[src/hw/rtl/tcw_pkg.sv]
// Shared types, constants and helpers for the text console writer.
// No dependencies; imported by every module of the block.
`default_nettype none

package tcw_pkg;

    localparam int ROWS       = 25;
    localparam int COLUMNS    = 80;
    localparam int CELL_COUNT = ROWS * COLUMNS;

    localparam int ROW_W     = $clog2(ROWS);
    localparam int ROW_SUM_W = ROW_W + 1;
    localparam int COL_W     = $clog2(COLUMNS);
    localparam int ADDR_W    = $clog2(CELL_COUNT);

    localparam int REQ_W        = 2;
    localparam int CHAR_W       = 8;
    localparam int ATTR_W       = 8;
    localparam int COLOR_W      = 4;
    localparam int CELL_W       = 16;
    localparam int RD_ROW_W     = 5;
    localparam int RD_COL_W     = 7;
    localparam int ROW_FIELD_W  = 5;
    localparam int COL_FIELD_W  = 7;
    localparam int S_TDATA_W    = 24;
    localparam int S_TUSER_W    = 2;
    localparam int M_TDATA_W    = 32;
    localparam int CFG_IDX_W    = 1;
    localparam int QUEUE_DEPTH  = 2;
    localparam int QPTR_W       = $clog2(QUEUE_DEPTH);
    localparam int QCNT_W       = QPTR_W + 1;

    localparam logic [REQ_W-1:0] REQ_PUT   = 2'd0;
    localparam logic [REQ_W-1:0] REQ_CLEAR = 2'd1;
    localparam logic [REQ_W-1:0] REQ_READ  = 2'd2;

    localparam logic [CFG_IDX_W-1:0] CFG_FORE = 1'b0;
    localparam logic [CFG_IDX_W-1:0] CFG_BACK = 1'b1;

    localparam logic [CHAR_W-1:0]  NEWLINE_CODE = 8'h0A;
    localparam logic [CHAR_W-1:0]  BLANK_CODE   = 8'h20;
    localparam logic [CELL_W-1:0]  RESET_CELL   = 16'h0F20;
    localparam logic [COLOR_W-1:0] FORE_RESET   = 4'hF;
    localparam logic [COLOR_W-1:0] BACK_RESET   = 4'h0;

    typedef enum logic [1:0] {
        CMD_NOP,
        CMD_WRITE,
        CMD_READ,
        CMD_CLEAR
    } cmd_op_t;

    typedef struct packed {
        cmd_op_t                  op;
        logic                     scroll;
        logic [ADDR_W-1:0]        addr;
        logic [ADDR_W-1:0]        row_addr;
        logic [ATTR_W-1:0]        attr;
        logic [CHAR_W-1:0]        char_code;
        logic [ROW_FIELD_W-1:0]   cursor_row;
        logic [COL_FIELD_W-1:0]   cursor_col;
    } cmd_t;

    typedef enum logic [2:0] {
        ST_INIT,
        ST_IDLE,
        ST_SWEEP,
        ST_READ,
        ST_EMIT
    } back_state_t;

    function automatic logic [ADDR_W-1:0] cell_addr(
        input logic [ROW_W-1:0] row,
        input logic [ROW_W-1:0] base,
        input logic [COL_W-1:0] col
    );
        logic [ROW_SUM_W-1:0] sum;
        sum = {1'b0, row} + {1'b0, base};
        if (sum >= ROW_SUM_W'(ROWS))
        begin
            sum = sum - ROW_SUM_W'(ROWS);
        end
        return ADDR_W'(sum[ROW_W-1:0]) * ADDR_W'(COLUMNS) + ADDR_W'(col);
    endfunction

endpackage

`default_nettype wire

[src/hw/rtl/tcw_front.sv]
// Front end: accepts requests and configuration, tracks cursor and scroll base.
// Depends on tcw_pkg; feeds commands to tcw_queue.
`default_nettype none

module tcw_front (
    input  wire logic                          clk,
    input  wire logic                          rst_n,
    input  wire logic                          s_axis_tvalid,
    output logic                               s_axis_tready,
    input  wire logic [tcw_pkg::S_TDATA_W-1:0] s_axis_tdata,
    input  wire logic [tcw_pkg::S_TUSER_W-1:0] s_axis_tuser,
    input  wire logic                          cfg_valid,
    output logic                               cfg_ready,
    input  wire logic [tcw_pkg::CFG_IDX_W-1:0] cfg_index,
    input  wire logic [tcw_pkg::COLOR_W-1:0]   cfg_data,
    input  wire logic                          init_done,
    input  wire logic                          q_ready,
    output logic                               q_push,
    output tcw_pkg::cmd_t                      q_cmd
);
    import tcw_pkg::*;

    logic [ROW_W-1:0]   row_reg, row_next;
    logic [COL_W-1:0]   col_reg, col_next;
    logic [ROW_W-1:0]   base_reg, base_next;
    logic [COLOR_W-1:0] fore_reg, back_reg;

    logic [REQ_W-1:0]    req;
    logic [CHAR_W-1:0]   ch;
    logic [RD_ROW_W-1:0] rd_row;
    logic [RD_COL_W-1:0] rd_col;
    logic                line_feed;

    assign req    = s_axis_tuser;
    assign ch     = s_axis_tdata[7:0];
    assign rd_row = s_axis_tdata[12:8];
    assign rd_col = s_axis_tdata[19:13];

    assign cfg_ready     = 1'b1;
    assign s_axis_tready = q_ready && init_done;
    assign q_push        = s_axis_tvalid && s_axis_tready;

    always_comb
    begin
        row_next  = row_reg;
        col_next  = col_reg;
        base_next = base_reg;
        line_feed = 1'b0;

        q_cmd            = '0;
        q_cmd.op         = CMD_NOP;
        q_cmd.addr       = cell_addr(row_reg, base_reg, col_reg);
        q_cmd.row_addr   = ADDR_W'(base_reg) * ADDR_W'(COLUMNS);
        q_cmd.attr       = {back_reg, fore_reg};
        q_cmd.char_code  = ch;

        case (req)
            REQ_PUT:
            begin
                if (ch != NEWLINE_CODE)
                begin
                    q_cmd.op = CMD_WRITE;
                    if (col_reg == COL_W'(COLUMNS - 1))
                    begin
                        line_feed = 1'b1;
                    end
                    else
                    begin
                        col_next = col_reg + 1'b1;
                    end
                end
                else
                begin
                    line_feed = 1'b1;
                end
            end
            REQ_CLEAR:
            begin
                q_cmd.op  = CMD_CLEAR;
                row_next  = '0;
                col_next  = '0;
                base_next = '0;
            end
            REQ_READ:
            begin
                if (32'(rd_row) < 32'(ROWS) && 32'(rd_col) < 32'(COLUMNS))
                begin
                    q_cmd.op   = CMD_READ;
                    q_cmd.addr = cell_addr(ROW_W'(rd_row), base_reg, COL_W'(rd_col));
                end
            end
            default:
            begin
                q_cmd.op = CMD_NOP;
            end
        endcase

        if (line_feed)
        begin
            col_next = '0;
            if (row_reg == ROW_W'(ROWS - 1))
            begin
                q_cmd.scroll = 1'b1;
                if (base_reg == ROW_W'(ROWS - 1))
                begin
                    base_next = '0;
                end
                else
                begin
                    base_next = base_reg + 1'b1;
                end
            end
            else
            begin
                row_next = row_reg + 1'b1;
            end
        end

        q_cmd.cursor_row = ROW_FIELD_W'(row_next);
        q_cmd.cursor_col = COL_FIELD_W'(col_next);
    end

    always_ff @(posedge clk or negedge rst_n)
    begin
        if (!rst_n)
        begin
            row_reg  <= '0;
            col_reg  <= '0;
            base_reg <= '0;
        end
        else if (q_push)
        begin
            row_reg  <= row_next;
            col_reg  <= col_next;
            base_reg <= base_next;
        end
    end

    always_ff @(posedge clk or negedge rst_n)
    begin
        if (!rst_n)
        begin
            fore_reg <= FORE_RESET;
            back_reg <= BACK_RESET;
        end
        else if (cfg_valid && cfg_ready)
        begin
            case (cfg_index)
                CFG_FORE: fore_reg <= cfg_data;
                CFG_BACK: back_reg <= cfg_data;
                default:  fore_reg <= fore_reg;
            endcase
        end
    end

endmodule

`default_nettype wire

[config.mk]
export PLATFORM = sky130hd
export DESIGN_NAME = tcw_front
export DESIGN_NICKNAME = d
export VERILOG_FILES = /design/src/hw/rtl/tcw_pkg.sv /design/src/hw/rtl/tcw_front.sv
export SDC_FILE = /design/constraint.sdc
export NUM_CORES = 1
export LEC_CHECK = 0
export BUFFER_PORTS_ARGS = -buffer_cell sky130_fd_sc_hd__buf_2
export CORE_UTILIZATION = 40
export CTS_CLUSTER_DIAMETER = 200
export DETAILED_ROUTE_END_ITERATION = 8
export GPL_TIMING_DRIVEN = 0
export PLACE_DENSITY_LB_ADDON = 0.05
export SYNTH_ARGS = -nofsm -noshare
export SYNTH_HDL_FRONTEND = slang
export SYNTH_SLANG_ARGS = --single-unit
[constraint.sdc]
create_clock -name clk -period 7.8 [get_ports clk]
set_clock_uncertainty 0.2 [all_clocks]
set_input_delay 1.17 -clock clk [delete_from_list [all_inputs] [get_ports clk]]
set_output_delay 1.17 -clock clk [all_outputs]
set_load 0.05 [all_outputs]
=== Yosys cells after proc, flatten, opt, wreduce, memory -nomap -nowiden ===
Index checks and enable logic that the tools add are counted.

* Multiplexer cells: 25
* $add $sub $neg: 9
* Reduce and logical (&&, ||, !) cells: 6
* Equal/unequal tests: 6
* Bitwise operators: 1
* Multipliers: 3
* $lt $le $gt $ge: 4

{| class="wikitable"
|+ Operators with widths
! operator !! number
|-
| 5-bit two-way mux || 11
|-
| 11-bit by 7-bit adder with 11-bit output || 2
|-
| 11-bit two-way mux || 2
|-
| 5-bit by 3-bit multiplier with 7-bit output (second input constant) || 3
|-
| 7-bit two-way mux || 3
|-
| 7-bit one-hot mux with 2 select lines || 1
|-
| 5-bit by 5-bit adder with 6-bit output || 2
|-
| 6-bit by 5-bit >= comparator with 1-bit output (second input constant) || 2
|-
| 5-bit by 1-bit adder with 5-bit output (second input constant) || 2
|-
| 5-bit equality test (second input constant) || 2
|-
| 5-bit subtractor (second input constant) || 2
|-
| 8-bit by 4-bit inequality test with 1-bit output (second input constant) || 1
|-
| 7-bit by 1-bit adder with 7-bit output (second input constant) || 1
|-
| 7-bit equality test (second input constant) || 1
|-
| 7-bit less-than comparator (second input constant) || 1
|-
| 1-bit two-way mux || 6
|-
| 2-bit one-hot mux with 3 select lines || 1
|-
| 5-bit less-than comparator (second input constant) || 1
|-
| 2-bit AND reduction || 2
|-
| 1-bit logical AND || 3
|-
| 2-bit by 1-bit equality test with 1-bit output (second input constant) || 1
|-
| 2-bit equality test (second input constant) || 1
|-
| 2-bit zero test || 1
|-
| 2-bit two-way mux || 1
|-
| 1-bit inverter || 1
|}

* Output and inout bits: 56
* Register bits after elaboration: 25
* Input port bits: 37

=== Logic depth before layout (Yosys ltp) ===
* Depth after elaboration: 9
* Depth in mapped cells: 18

=== Worst setup path after synthesis ===
Ideal clock, no wire load.

* Path type: input -> output
* From: in s_axis_tdata[8] (netlist bit)
* To: out q_cmd[48] (netlist bit)
* Buffers on the path: 0
* Setup slack: 0.894 ns
* Data arrival time: 5.536 ns
* Stages on the path: 16
* Required time: 6.430 ns
* Path through: ha_1 inv_1 fa_1 ha_1 nand2b_1 a2bb2oi_1 a21bo_2 nand2_1 mux2i_1 ha_1 ha_1 fa_1 nor2b_1 or2_2 xnor2_1 o21ai_0

{| class="wikitable"
|+ RTL lines
! element !! line !! RTL
|-
| start, declared || tcw_front.sv:10 || <nowiki>input wire logic [tcw_pkg::S_TDATA_W-1:0] s_axis_tdata,</nowiki>
|-
| end, declared || tcw_front.sv:19 || <nowiki>output tcw_pkg::cmd_t q_cmd</nowiki>
|}

==> impl_metrics.tcl <==
set metrics [dict create \
    slew_headroom 0.535 \
    first_global_vias 2834 \
    antenna_found_initial 0 \
    synth_fa_ha_area_frac 0.207 \
    cts_tree "done" \
    synthCells 389 \
    fp-row-count 32 \
    worstSetupPathType "input port to output port" \
    grt_usage 0.196 \
    ys_types 63 \
    largest_reg_flops 7 \
    drt_first_pass_iters 4 \
    htree_levels 1 \
    end_kind "output port" \
    clk_latency_ns 0.27 \
    synth-xor-area-share 0.0616 \
    maxCapViolations 0 \
    num_antenna_cells 0 \
    drtIter0Drc 104 \
    ant_nets 0 \
    syn_to_final_growth_pct 18.3 \
    setup_viol 0 \
    final_hold_viol_count 0 \
    tightest_slew_ns 0.690 \
    core_um2 7810 \
    nets 566 \
    synth_simple_gate_area_frac 0.186 \
    outcome "finished clean" \
    period_share 0.914 \
    start_kind "input port" \
    synth_compound_area_frac 0.218 \
    grt_max_degree 26 \
    ir_worst_vdd_mv 0.0845 \
    hold-worst-slack_ns 0.307 \
    start_util 0.419 \
    cts_hold_buffers 0 \
    maxSlewViolCount 0 \
    fin_util 0.496 \
    syn_area_um2 3270 \
    die-area_um2 8550 \
    vias 3046 \
    via_per_inst 5.25 \
    powerDensity_nw_per_um2 122 \
    async_flop_share 1.00 \
    crit_fanout 4 \
    io_buffers 82 \
    synth_top_family_by_area "compound AO/OA/AOI/OAI gates" \
    cts-root-buf "clkbuf_8" \
    leakage_uw 0.00197 \
    place.gp.congestion 0.830 \
    grt.overflow.total 0 \
    drc 0 \
    ys.flop_type "dfrtp_1" \
    ioPinCount 93 \
    die_w_um 92.4 \
    muxShareOfSynthArea 0.0654 \
    clkSlewWorstSetupHoldPaths_ns 0.10 \
    ys_seq_elements 25 \
    grt_pass1_wl_mm 13.6 \
    ys_warn_count 0 \
    hpwl_mm 6.52 \
    worstHoldPathType "register to register" \
    cts_buffers 3 \
    avgSynthCellArea_um2 8.41 \
    postCtsSetupRepairBufs 0 \
    routed_wl_mm 8.09 \
    fin_crit_ns 7.13 \
    layout-drive-gt1-share 0.282 \
    synth-seq-area-share 0.193 \
    drt-wirelength-per-cell_um 14.0 \
    ctsResizeCount 0 \
    worstPathArrival_ns 5.76 \
    die_h_um 92.4 \
    grt_setup_unrepaired "false" \
    cts_sinks 25 \
    fin_tns_setup_ns 0 \
    clockBufferDepth 2 \
    worstPathRequired_ns 6.43 \
    synth_edf_count 0 \
    fmax_mhz 140 \
]
## placed cells by master, fill, tap and decap left out, types with 4 or more instances in the layout
cell      Yosys  final
buf_2         2     84
ha_1         43     43
o21ai_0      41     41
nand2_1      31     31
nor2_1       24     24
a21oi_1      23     23
dfrtp_1      21     21
inv_1        19     19
xnor2_1      16     16
buf_4        16     16
mux2_2       15     15
nand3_1      13     13
nand2b_1      9      9
nor2b_1       8      8
a21o_1        8      8
o31ai_1       7      7
xor2_1        7      7
fa_1          7      7
nor3_1        5      5
conb_1        2      5
clkbuf_1      4      4
and2_1        4      4
dfstp_2       4      4
## worst max-delay path, cell delays in order
cell and delay (ns):
buf_2 0.11, ha_1 0.20, inv_1 0.07, fa_1 0.46
ha_1 0.24, nand2b_1 0.13, a2bb2oi_1 0.16, a21bo_2 0.25
nand2_1 0.10, mux2i_1 0.42, ha_1 0.32, ha_1 0.24
fa_1 0.53, nand2_1 0.09, nor2_1 0.15, o21ai_0 0.10
a221oi_1 0.40, nor2_1 0.09, a221oi_2 0.23, buf_2 0.30
## final cells by class
| cell class | instances | area [um2] |
|---|---|---|
| plain buffers | 22 | 145 |
| clock buffers | 3 | 41.3 |
| clock inverters | 1 | 7.51 |
| fillers | 808 | 3940 |
| inverters | 19 | 71.3 |
| multi-input cells | 326 | 2440 |
| flip-flops and latches | 25 | 631 |
| well taps | 102 | 128 |
| repair buffers | 82 | 410 |
## cell usage after synthesis, types with 3 or more instances
master	number	area share
nor2b_1	8	0.015
o21ai_0	41	0.063
dfrtp_1	21	0.16
nand2_1	31	0.036
xor2_1	7	0.019
nor2_1	24	0.028
nand2b_1	9	0.017
and2_1	4	0.0076
a21o_1	8	0.018
nand3_1	13	0.020
xnor2_1	16	0.043
o41ai_1	3	0.0080
buf_4	16	0.037
ha_1	43	0.16
or2_2	3	0.0057
nor3_1	5	0.0076
inv_1	19	0.022
mux2i_1	3	0.0092
a21oi_1	23	0.035
a22o_1	3	0.0080
clkbuf_1	4	0.0046
fa_1	7	0.043
nand4b_1	3	0.0080
nor4_1	3	0.0057
mux2_2	15	0.052
dfstp_2	4	0.032
o31ai_1	7	0.016
## cell families (layout without fill, tap and decap cells)
logic type               count (synthesis)  after routing
buffers and inverters                   41            127
XOR/XNOR                                23             23
flip-flops                              25             25
adder cells (fa/ha/maj)                 50             50
multiplexers                            19             19
other                                    2              5
AO/OA/AOI/OAI                          111            111
AND/OR/NAND/NOR                        118            118
## report_power, final
group | leakage, uW | internal [uW] | total (uW) | switching (uW)
Clock | 0.0000217 | 36.3 | 82.9 | 46.6
Sequential | 0.000320 | 143 | 155 | 11.9
Combinational | 0.00163 | 78.0 | 235 | 157
## path summary, 6_finish.rpt
check                                     start     endpoint  slack [ns]  cells past startpoint
worst max-delay path            s_axis_tdata[8]    q_cmd[49]        0.67                     20
worst min-delay path                back_reg[3]  back_reg[3]        0.31                      1
worst max register to register       col_reg[0]   col_reg[6]        5.29                      7
worst min register to register      back_reg[3]  back_reg[3]        0.31                      1
max in group asynchronous                 rst_n  base_reg[0]        6.32                      1
min in group asynchronous                 rst_n   col_reg[0]        0.68                      1
## per-layer routing
layer / global-route usage / wire (um)
met3: 0.0263 / 290
met1: 0.273 / 4140
met5: 0 / 0
met4: 0.0365 / 114
met2: 0.323 / 3540
## through the flow
stage | setup WS, ns | power (uW) | instances | instance area (um2)
global route | 0.252 | 501 | 580 | 3870
floorplan | 0.894 | 338 | 392 | 3280
finish | 0.669 | 473 | 580 | 3870
CTS | 0.649 | 476 | 580 | 3870
detailed placement | 0.654 | 393 | 576 | 3820
global placement | 0.737 | 390 | 576 | 3820
(Power assumes the default switching activity.)
