**src/hw/rtl/tcw_pkg.sv**
```systemverilog
// Shared types, constants and helpers for the text console writer.
// No dependencies; imported by every module of the block.
`default_nettype none

package tcw_pkg;

    localparam int ROWS       = 25;
    localparam int COLUMNS    = 80;
    localparam int CELL_COUNT = ROWS * COLUMNS;

    localparam int ROW_W     = $clog2(ROWS);
    localparam int ROW_SUM_W = ROW_W + 1;
    localparam int COL_W     = $clog2(COLUMNS);
    localparam int ADDR_W    = $clog2(CELL_COUNT);

    localparam int REQ_W        = 2;
    localparam int CHAR_W       = 8;
    localparam int ATTR_W       = 8;
    localparam int COLOR_W      = 4;
    localparam int CELL_W       = 16;
    localparam int RD_ROW_W     = 5;
    localparam int RD_COL_W     = 7;
    localparam int ROW_FIELD_W  = 5;
    localparam int COL_FIELD_W  = 7;
    localparam int S_TDATA_W    = 24;
    localparam int S_TUSER_W    = 2;
    localparam int M_TDATA_W    = 32;
    localparam int CFG_IDX_W    = 1;
    localparam int QUEUE_DEPTH  = 2;
    localparam int QPTR_W       = $clog2(QUEUE_DEPTH);
    localparam int QCNT_W       = QPTR_W + 1;

    localparam logic [REQ_W-1:0] REQ_PUT   = 2'd0;
    localparam logic [REQ_W-1:0] REQ_CLEAR = 2'd1;
    localparam logic [REQ_W-1:0] REQ_READ  = 2'd2;

    localparam logic [CFG_IDX_W-1:0] CFG_FORE = 1'b0;
    localparam logic [CFG_IDX_W-1:0] CFG_BACK = 1'b1;

    localparam logic [CHAR_W-1:0]  NEWLINE_CODE = 8'h0A;
    localparam logic [CHAR_W-1:0]  BLANK_CODE   = 8'h20;
    localparam logic [CELL_W-1:0]  RESET_CELL   = 16'h0F20;
    localparam logic [COLOR_W-1:0] FORE_RESET   = 4'hF;
    localparam logic [COLOR_W-1:0] BACK_RESET   = 4'h0;

    typedef enum logic [1:0] {
        CMD_NOP,
        CMD_WRITE,
        CMD_READ,
        CMD_CLEAR
    } cmd_op_t;

    typedef struct packed {
        cmd_op_t                  op;
        logic                     scroll;
        logic [ADDR_W-1:0]        addr;
        logic [ADDR_W-1:0]        row_addr;
        logic [ATTR_W-1:0]        attr;
        logic [CHAR_W-1:0]        char_code;
        logic [ROW_FIELD_W-1:0]   cursor_row;
        logic [COL_FIELD_W-1:0]   cursor_col;
    } cmd_t;

    typedef enum logic [2:0] {
        ST_INIT,
        ST_IDLE,
        ST_SWEEP,
        ST_READ,
        ST_EMIT
    } back_state_t;

    function automatic logic [ADDR_W-1:0] cell_addr(
        input logic [ROW_W-1:0] row,
        input logic [ROW_W-1:0] base,
        input logic [COL_W-1:0] col
    );
        logic [ROW_SUM_W-1:0] sum;
        sum = {1'b0, row} + {1'b0, base};
        if (sum >= ROW_SUM_W'(ROWS))
        begin
            sum = sum - ROW_SUM_W'(ROWS);
        end
        return ADDR_W'(sum[ROW_W-1:0]) * ADDR_W'(COLUMNS) + ADDR_W'(col);
    endfunction

endpackage

`default_nettype wire

```
**src/hw/rtl/tcw_queue.sv**
```systemverilog
// Short command queue between the front end and the back end.
// Depends on tcw_pkg for the command type.
`default_nettype none

module tcw_queue (
    input  wire logic          clk,
    input  wire logic          rst_n,
    input  wire logic          push,
    input  wire tcw_pkg::cmd_t push_cmd,
    output logic               ready,
    input  wire logic          pop,
    output logic               valid,
    output tcw_pkg::cmd_t      head
);
    import tcw_pkg::*;

    cmd_t              slot_reg [QUEUE_DEPTH];
    logic [QPTR_W-1:0] wr_ptr_reg, rd_ptr_reg;
    logic [QCNT_W-1:0] count_reg, count_next;

    assign ready = count_reg != QCNT_W'(QUEUE_DEPTH);
    assign valid = count_reg != '0;
    assign head  = slot_reg[rd_ptr_reg];

    always_comb
    begin
        count_next = count_reg;
        if (push && !pop)
        begin
            count_next = count_reg + 1'b1;
        end
        else if (pop && !push)
        begin
            count_next = count_reg - 1'b1;
        end
    end

    always_ff @(posedge clk or negedge rst_n)
    begin
        if (!rst_n)
        begin
            wr_ptr_reg <= '0;
            rd_ptr_reg <= '0;
            count_reg  <= '0;
        end
        else
        begin
            count_reg <= count_next;
            if (push)
            begin
                wr_ptr_reg <= wr_ptr_reg + 1'b1;
            end
            if (pop)
            begin
                rd_ptr_reg <= rd_ptr_reg + 1'b1;
            end
        end
    end

    always_ff @(posedge clk)
    begin
        if (push)
        begin
            slot_reg[wr_ptr_reg] <= push_cmd;
        end
    end

endmodule

`default_nettype wire

```
**config.mk**
```make
export PLATFORM = sky130hd
export DESIGN_NAME = tcw_queue
export DESIGN_NICKNAME = d
export VERILOG_FILES = /design/src/hw/rtl/tcw_pkg.sv /design/src/hw/rtl/tcw_queue.sv
export SDC_FILE = /design/constraint.sdc
export NUM_CORES = 1
export LEC_CHECK = 0
export BUFFER_PORTS_ARGS = -buffer_cell sky130_fd_sc_hd__buf_4
export CAP_MARGIN = 10
export CELL_PAD_IN_SITES_DETAIL_PLACEMENT = 0
export CELL_PAD_IN_SITES_GLOBAL_PLACEMENT = 1
export CORE_MARGIN = 3
export CORE_UTILIZATION = 33
export DETAILED_ROUTE_END_ITERATION = 10
export PLACE_DENSITY_LB_ADDON = 0.2
export SLEW_MARGIN = 30
export SYNTH_ARGS = -nofsm -noshare
export SYNTH_HDL_FRONTEND = slang
export SYNTH_SLANG_ARGS = --single-unit
```
**constraint.sdc**
```tcl
create_clock -name clk -period 7.4 [get_ports clk]
set_clock_uncertainty 0.15 [all_clocks]
set_input_delay 0 -clock clk [delete_from_list [all_inputs] [get_ports clk]]
set_output_delay 0 -clock clk [all_outputs]
set_load 0.05 [all_outputs]
```
; After elaboration in Yosys (flattened, before gate mapping)
; Memories as Yosys holds them, arrays and structs flattened.
; Index checks and enable logic that the tools add are counted.
[op_classes]
mul = 0
eq_ne = 1
n_reduce_logical = 6
div_mod_pow = 0
bitwise = 0
muxes = 4
shifts = 0
n_addsub = 4
magnitude_cmp = 0
[op_table]
columns = op, count
row1 = $mux 2, 2
row2 = $reduce_bool 2->1, 2
row3 = $add 1x1->1 const B, 2
row4 = $add 2x1->2 const B, 1
row5 = $logic_and 1x1->1, 2
row6 = $logic_not 1->1, 2
row7 = $mux 1, 2
row8 = $ne 2x2->1 const B, 1
row9 = $sub 2x1->2 const B, 1
[totals]
romBits = 0
out_inout_bits = 55
memories = 1
input_bits = 57
ramBits = 106
elab_cells = 19
reg_bits = 4
latch_bits = 0
[mem_list]
columns = memory, depth, word_bits, read_ports, rd_ports_with_merged_regs, write_ports, line_no
row1 = slot_reg, 2, 53, 1, 0, 1, tcw_queue.sv:17  ; cmd_t slot_reg [QUEUE_DEPTH];

; Longest topological paths before layout
; Gate-level depths: netlist (run 1).
[depth]
depth_word = 4
ltp_mapped = 5
mapped_depth_nobuf = 5

; Worst setup path after synthesis (run 1)
; OpenSTA, ideal clock, no wires.
[synth_path]
path_kind = reg-to-reg
start = register wr_ptr_reg
end = memory slot_reg[0][0] (netlist name) (enable)
slack_ps = 4016
synth_period_minus_slack_ps = 3384
t_arrival_ps = 2764
path_buffers = 0
required_time_ps = 6780
stages_incl_launch_ff = 2
setup_ps = 470
cell_sequence = dfrtp_1 -> nor2b_1
[synth_lines]
columns = item, line_no
row1 = "start, declared", tcw_queue.sv:18  ; logic [QPTR_W-1:0] wr_ptr_reg, rd_ptr_reg;
row2 = "start signal, assigned", tcw_queue.sv:51  ; wr_ptr_reg <= wr_ptr_reg + 1'b1;
row3 = "end, declared", tcw_queue.sv:17
; No word-level cell before the write port.

==> impl_metrics.yaml, run 1 <==
worst_setup_path:
  crit_fanout: 28
  arrival_ns: 1.95
  required_ns: 7.25
  r2r_start: "wr_ptr_reg"
  rrSetupSlack_ns: 5.68
  cp-start-kind: "flop"
  ff2ff_path_depth: 2
  worst_setup_path_end_kind: "primary output"
  crit_type: "reg -> out"
  timing.rr.end: "slot_reg[1][20]"
floorplanning:
  core_um2: 12300
  fp.dieH_um: 120
  fp.dieW_um: 120
  pin_count: 112
  initial_core_util_pct: 34.6
  rows: 40
  dieArea_um2: 14300
timing:
  tns_ns: 0
  fin_crit_ns: 2.10
  slew_viol_final: 0
  hold_violations: 0
  rsz0062_at_grt: "no"
  relSlewSlack_pct: 49.8
  setup_viol: 0
  min_period_over_period_pct: 28.4
  fmaxAchievable_ghz: 0.476
  worst_slack_ns: 5.30
  worstMarginPinSlew_ns: 0.753
drt:
  drt_iter0_drc: 138
  firstDrtPassIters: 4
  routed_wl_um: 8100
  avgViaCountPerCell: 4.13
  drc: 0
  ant_nets: 0
  avgRoutedWirePerCell_um: 15.3
  via_count: 2191
logic_synthesis:
  ys_seq_area_share_pct: 77.0
  yosysUniqueCellTypes: 15
  syn-num-nets: 239
  syn_avg_cell_area_um2: 23.6
  synth_warnings: 0
  syn_area_um2: 4260
  synthCells: 181
  ys_ff_latch: 110
cts:
  cts_tree: "built"
  root_buffer: "clkbuf_16"
  max-clock-path-buffers: 2
  cts.clk_slew.worst_paths_ns: 0.07
  post_cts_buffers: 0
  htreeDepth: 3
  cts_sinks: 110
  clk_latency_ns: 0.34
  numCtsBuffers: 9
  cts.repair.resized: 0
  holdBufCountCts: 57
pwr:
  powerDensity_nw_per_um2: 409
  power_mw: 2.50
  total_leakage_power_nw: 2.44
  vdd_drop_max_mv: 0.329
global_route:
  grt_pass1_vias: 2450
  antenna_found_initial: 0
  grt-ovfl-total: 0
  grt_pass1_wl_um: 12600
  grt.total_usage_pct: 11.6
  grt_max_degree: 54
placement:
  gp_congestion: 0.697
  pre_cts_ws_ns: 5.63
  placedInstanceArea_um2: 5240
  port-buffer-count: 111
final_layout:
  drive_above_1_share_pct: 50.6
  fin_util_pct: 49.7
  nFillCells: 1061
  n_antenna_cell: 0
  fin_nets: 415
  syn_to_final_growth_pct: 43.6
  fin_area_um2: 6120
  largest_reg_flops: 106
run:
  drv_cap: 0
hold_path:
  min_from: "push_cmd[47]"
  hold_path.class: "in -> reg"
  hold_end: "slot_reg[1][47]"
  hold_path_depth: 2
outcome:
  status: "finished, final reports clean"
## through the flow
stage                     std cells  hold slack (ns)
after CTS                       530            0.214
after floorplan                 181           -0.446
after detailed placement        457           -0.348
final                           530            0.228
after global placement          456           -0.350
after global routing            530            0.221
## worst max-delay path: stages, from the launching register on
cell	delay, ns
dfrtp_4	0.77
buf_12	0.31
mux2_4	0.33
buf_4	0.19
## routing by layer
metal,share of wire [%],global-route usage (%),up-vias
met5,0,0,-
met4,2.2,6.01,0
met3,5.2,2.83,12
met2,49,19.7,74
met1,44,13.5,1048
li1,-,-,1057
## worst max-delay path by stage
stage	from	endpoint	cells after the start
2_1_floorplan	wr_ptr_reg	slot_reg[0][0]	1
3_3_place_gp	rd_ptr_reg	head[37]	2
3_5_place_dp	rd_ptr_reg	head[9]	3
4_1_cts	rd_ptr_reg	head[9]	3
5_1_grt	rd_ptr_reg	head[40]	3
6_report	rd_ptr_reg	head[43]	3
## area by class of cell
class	count	area (um2)	area share, %
Sequential cell	110	3290	53.7
Timing Repair Buffer	171	1440	23.5
Multi-Input combinational cell	64	875	14.3
Clock buffer	12	236	3.86
Tap cell	168	210	3.43
Clock inverter	4	71.3	1.16
Inverter	1	3.75	0.0613
## placed cells by master, fill, tap and decap left out
cell type and n:
mux2_2 4, clkinvlp_4 1, and2_2 1, or2_2 1, xor2_1 4, ha_1 1, nor2b_4 1, clkinv_1 1
clkbuf_1 3, dfrtp_4 1, edfxtp_1 106, dfrtp_1 3, bufinv_16 2, clkbuf_16 9, xnor2_1 1, mux2_4 49
buf_4 113, nand2b_1 1, nor2_1 1, dlygate4sd3_1 57, buf_12 1, inv_1 1
## where the power goes
part	switching (mW)	internal [mW]	leakage, nW	total (mW)
clock network	0.202	0.296	0.144	0.498
logic	0.678	0.424	1.26	1.10
registers	0.0737	0.830	1.04	0.904
## cell usage after synthesis, drive strengths merged
cell type | n | share of area, %
edfxtp | 106 | 75
mux2 | 53 | 18
buf | 6 | 2.6
dfrtp | 4 | 2.3
xor2 | 4 | 0.82
and2 | 1 | 0.15
ha | 1 | 0.29
inv | 1 | 0.088
nand2b | 1 | 0.15
nor2 | 1 | 0.088
nor2b | 1 | 0.15
or2 | 1 | 0.15
xnor2 | 1 | 0.21
## kinds of logic after synthesis
family	Yosys count	share of synthesized area (%)
multiplexers	53	18.3
adder cells (fa/ha/maj)	1	0.293
AND/OR/NAND/NOR	5	0.675
flip-flops	110	77.0
buffers and inverters	7	2.70
XOR/XNOR	5	1.03
No activity file was read; power rests on OpenSTA's default activity.
==> run 2: changes to the inputs <==
Clock period 7.4 ns to 2.1 ns, I/O delays scaled along.
==> run 2 against run 1 <==
Die area unchanged. Setup slack got worse by 5.1 ns. Count of clock-buffer cells in the layout down 3. Clock power increased to 4.0 times the previous value. Final area up 1.7%. Global-route usage hardly changed. Sequential power rose to 3.5 times the previous value. Critical path depth stayed put. Largest power group unchanged.
==> impl_metrics.yaml, run 2 (synthesized netlist as in run 1, its figures left out) <==
cts:
  max-clock-path-buffers: 2
  root_buffer: "clkbuf_16"
  cts.clk_slew.worst_paths_ns: 0.07
  post_cts_buffers: 0
  cts_sinks: 110
  cts_tree: "built"
  clk_latency_ns: 0.35
  htreeDepth: 3
  numCtsBuffers: 9
final_layout:
  largest_reg_flops: 106
  layout_common_cells: "114 x buf_4, 106 x edfxtp_1, 57 x dlygate4sd3_1"
  regArea_um2: 3290
  multi_input_area_um2: 875
  nFillCells: 1026
  drive_above_1_share_pct: 51.8
  fin_nets: 418
  syn_to_final_growth_pct: 46.0
  n_antenna_cell: 0
  final_common_cell: "buf_4"
worst_setup_path:
  max_stage_delay_ns: 0.65
  required_ns: 1.95
  cpMaxStageDelayCell: "dfrtp_4"
  path_cells: "buf_12 -> mux2_4 -> buf_4"
  arrival_ns: 1.78
  ff2ff_path_depth: 2
  crit_type: "reg -> out"
  crit_cells: 3
  worst_setup_path_end_kind: "primary output"
  critPathBufInv: 2
  cp-start-kind: "flop"
  critPathTopFamily: "flip-flops"
  crit_fanout: 20
drt:
  drt_iter0_drc: 121
  drc: 0
  via_count: 2235
  avgRoutedWirePerCell_um: 15.0
  met3_wirelength_um: 520
  firstDrtPassIters: 4
  avgViaCountPerCell: 4.19
  wl_met1_um: 3460
  highest_layer: "met4"
  ant_nets: 0
  routed_wl_um: 8010
  dr_wl_met2_um: 3880
timing:
  hold_ws_ns: 0.231
  hold_violations: 0
  fin_crit_ns: 1.93
  fmaxAchievable_ghz: 0.518
  slew_viol_final: 0
  min_period_over_period_pct: 91.8
  tns_ns: 0
  setup_viol: 0
  rsz0062_at_grt: "no"
  relSlewSlack_pct: 72.4
  worstMarginPinSlew_ns: 0.414
floorplanning:
  initial_core_util_pct: 34.6
  rows: 40
  fp.dieH_um: 120
  dieArea_um2: 14300
  pin_count: 112
  core_um2: 12300
  fp.dieW_um: 120
placement:
  dp_hpwl_um: 5060
  port-buffer-count: 111
  gp_congestion: 0.651
global_route:
  grt_max_degree: 31
  antenna_found_initial: 0
  grt.total_usage_pct: 11.5
  grt_pass1_vias: 2408
  grt_pass1_wl_um: 12500
  grt-ovfl-total: 0
hold_path:
  hold_path.class: "in -> reg"
  hold_path_depth: 2
run:
  drv_cap: 0
outcome:
  status: "finished, final reports clean"
pwr:
  vdd_drop_max_mv: 0.811
  power_mw: 9.13
  total_leakage_power_nw: 2.50
  powerDensity_nw_per_um2: 1470
-- run 2: final cells by class --
class                      instances  area share, %
clock inverter                     7           2.19
clock buffer                       9           3.62
tap                              168           3.38
inverter                           1         0.0603
sequential                       110           52.8
timing repair buffer             174           23.9
multi-input combinational         64           14.1
-- run 2: where the power goes --
group / total (mW) / internal, mW / switching, mW
logic: 3.99 / 1.56 / 2.44
registers: 3.13 / 2.92 / 0.208
clock network: 2.01 / 1.28 / 0.730
-- run 2: stage by stage --
step | cells | util (%) | area [um2] | worst slack, ns
after floorplan | 181 | - | 4270 | 0.317
after global routing | 533 | 50.5 | 6220 | 0.0948
final | 533 | 50.5 | 6220 | 0.171
after detailed placement | 460 | 43.0 | 5290 | 0.524
after global placement | 460 | 43.0 | 5290 | 0.522
after CTS | 533 | 50.5 | 6220 | 0.123
-- run 2: final timing paths --
kind / slack [ns] / from / endpoint
worst max register to register: 0.55 / wr_ptr_reg / slot_reg[1][29]
worst min-delay path: 0.23 / push_cmd[5] / slot_reg[1][5]
min in group asynchronous: 0.42 / rst_n / rd_ptr_reg
worst max-delay path: 0.17 / rd_ptr_reg / head[51]
max in group asynchronous: 1.17 / rst_n / rd_ptr_reg
worst min register to register: 0.34 / count_reg[1] / count_reg[1]
-- run 2: repair_timing --
item                                   in CTS  in global routing
resized for setup                           0                  0
hold buffers                               57                  0
endpoints found under the hold margin     113                  0
-- run 2: routing by layer --
layer	vias to the layer above	global-route usage, %
met5	-	0
met4	0	4.94
met3	9	4.43
met2	84	18.5
met1	1081	14.0
li1	1061	-
==> run 3: changes to the inputs <==
Settings changed: PLACE_DENSITY_LB_ADDON 0.2 to 0.1.
==> run 3 against run 2 <==
Setup slack gained 0.16 ns. Final area shrank 0.86%. Register-to-register slack better by 0.14 ns. Final cell count rose by 0.19%. Total power is 3.0% lower. Clock power shrank 13%. Die area is the same. Core utilization shrank 0.44 points. Count of clock-buffer cells in the layout up 4. Flip-flop and latch count unchanged. Critical endpoint is now head[38]. Largest cell class unchanged. Highest routed layer unchanged.
==> impl_metrics.yaml, run 3 (synthesized netlist as in run 1, its figures left out) <==
pwr:
  powerDensity_nw_per_um2: 1430
  total_leakage_power_nw: 2.48
  vdd_drop_max_mv: 0.633
  power_mw: 8.85
timing:
  worstMarginPinSlew_ns: 0.388
  setup_viol: 0
  rsz0062_at_grt: "no"
  slew_viol_final: 0
  min_period_over_period_pct: 84.2
  hold_violations: 0
  relSlewSlack_pct: 74.1
  tns_ns: 0
  fmaxAchievable_ghz: 0.565
  worst_slack_ns: 0.332
  fin_crit_ns: 1.77
worst_setup_path:
  cp-startpoint: "rd_ptr_reg"
  required_ns: 1.95
  crit_fanout: 31
  worst_setup_path_end_kind: "primary output"
  arrival_ns: 1.62
  r2r_start: "wr_ptr_reg"
  crit_type: "reg -> out"
  cp-start-kind: "flop"
placement:
  pre_cts_ws_ns: 0.681
  dp_hpwl_um: 5180
  port-buffer-count: 111
  gp_congestion: 0.655
  placedInstanceArea_um2: 5290
drt:
  routed_wl_um: 8050
  drt_iter0_drc: 69
  avgViaCountPerCell: 4.15
  avgRoutedWirePerCell_um: 15.1
  ant_nets: 0
  firstDrtPassIters: 3
  via_count: 2218
  drc: 0
cts:
  cts.repair.resized: 0
  numCtsBuffers: 9
  cts_sinks: 110
  max-clock-path-buffers: 2
  root_buffer: "clkbuf_16"
  cts_tree: "built"
  clk_latency_ns: 0.34
  htreeDepth: 3
  cts.clk_slew.worst_paths_ns: 0.07
final_layout:
  syn_to_final_growth_pct: 44.7
  nFillCells: 1044
  drive_above_1_share_pct: 51.9
  n_antenna_cell: 0
  fin_nets: 419
  final_common_cell: "buf_4"
  fin_area_um2: 6170
  fin_util_pct: 50.1
  largest_reg_flops: 106
  layout_common_cells: "116 x buf_4, 106 x edfxtp_1, 57 x dlygate4sd3_1"
hold_path:
  min_from: "push_cmd[3]"
  hold_path.class: "in -> reg"
global_route:
  grt_pass1_vias: 2491
  grt_max_degree: 32
  grt-ovfl-total: 0
  antenna_found_initial: 0
  grt.total_usage_pct: 11.7
  grt_pass1_wl_um: 12700
outcome:
  status: "finished, final reports clean"
floorplanning:
  pin_count: 112
  dieArea_um2: 14300
  initial_core_util_pct: 34.6
  rows: 40
  fp.dieH_um: 120
  core_um2: 12300
  fp.dieW_um: 120
run:
  drv_cap: 0
run 3: repair_timing:
item                      4_1_cts  5_1_grt
hold buffers                   57        0
hold endpoints to repair      113        0
buffers inserted                0        0
run 3: where the power goes:
part | internal [mW] | total (mW) | switching [mW]
clock network | 1.02 | 1.74 | 0.716
registers | 2.92 | 3.05 | 0.130
logic | 1.55 | 4.06 | 2.51
total | 5.49 | 8.85 | 3.36
run 3: through the flow:
step                hold WS (ns)  std cells
floorplan                 -0.446        181
global placement          -0.349        461
detailed placement        -0.349        461
CTS                        0.213        534
global route               0.220        534
finish                     0.224        534
run 3: worst max-delay path, stage by stage, from the launching register on:
cell	delay, ns
dfrtp_4	0.44
buf_12	0.24
mux2_2	0.37
buf_4	0.19
run 3: metal layers:
metal / GRT usage, % / share of wire, % / wire, um / up-vias
met4: 6.01 / 2.3 / 184 / 0
met2: 20.0 / 53 / 4260 / 65
li1: - / - / - / 1068
met5: 0 / 0 / 0 / -
met1: 13.7 / 40 / 3250 / 1074
met3: 2.64 / 4.4 / 358 / 11
run 3: layout make-up:
type                    count  area [um2]  share of cell area (%)
flip-flops and latches    110        3290                    53.3
repair buffers            175        1480                    24.0
multi-input cells          64         875                    14.2
clock buffers              13         270                    4.38
well taps                 168         210                    3.41
clock inverters             3        42.5                   0.690
inverters                   1        3.75                  0.0608
run 3: worst paths after layout:
kind,endpoint,slack [ns],cells past startpoint
min in group asynchronous,rd_ptr_reg,0.43,3
max,head[38],0.33,3
max reg2reg,slot_reg[0][37],0.69,2
min reg2reg,count_reg[1],0.34,1
max in group asynchronous,rd_ptr_reg,1.18,3
min,slot_reg[0][3],0.22,2
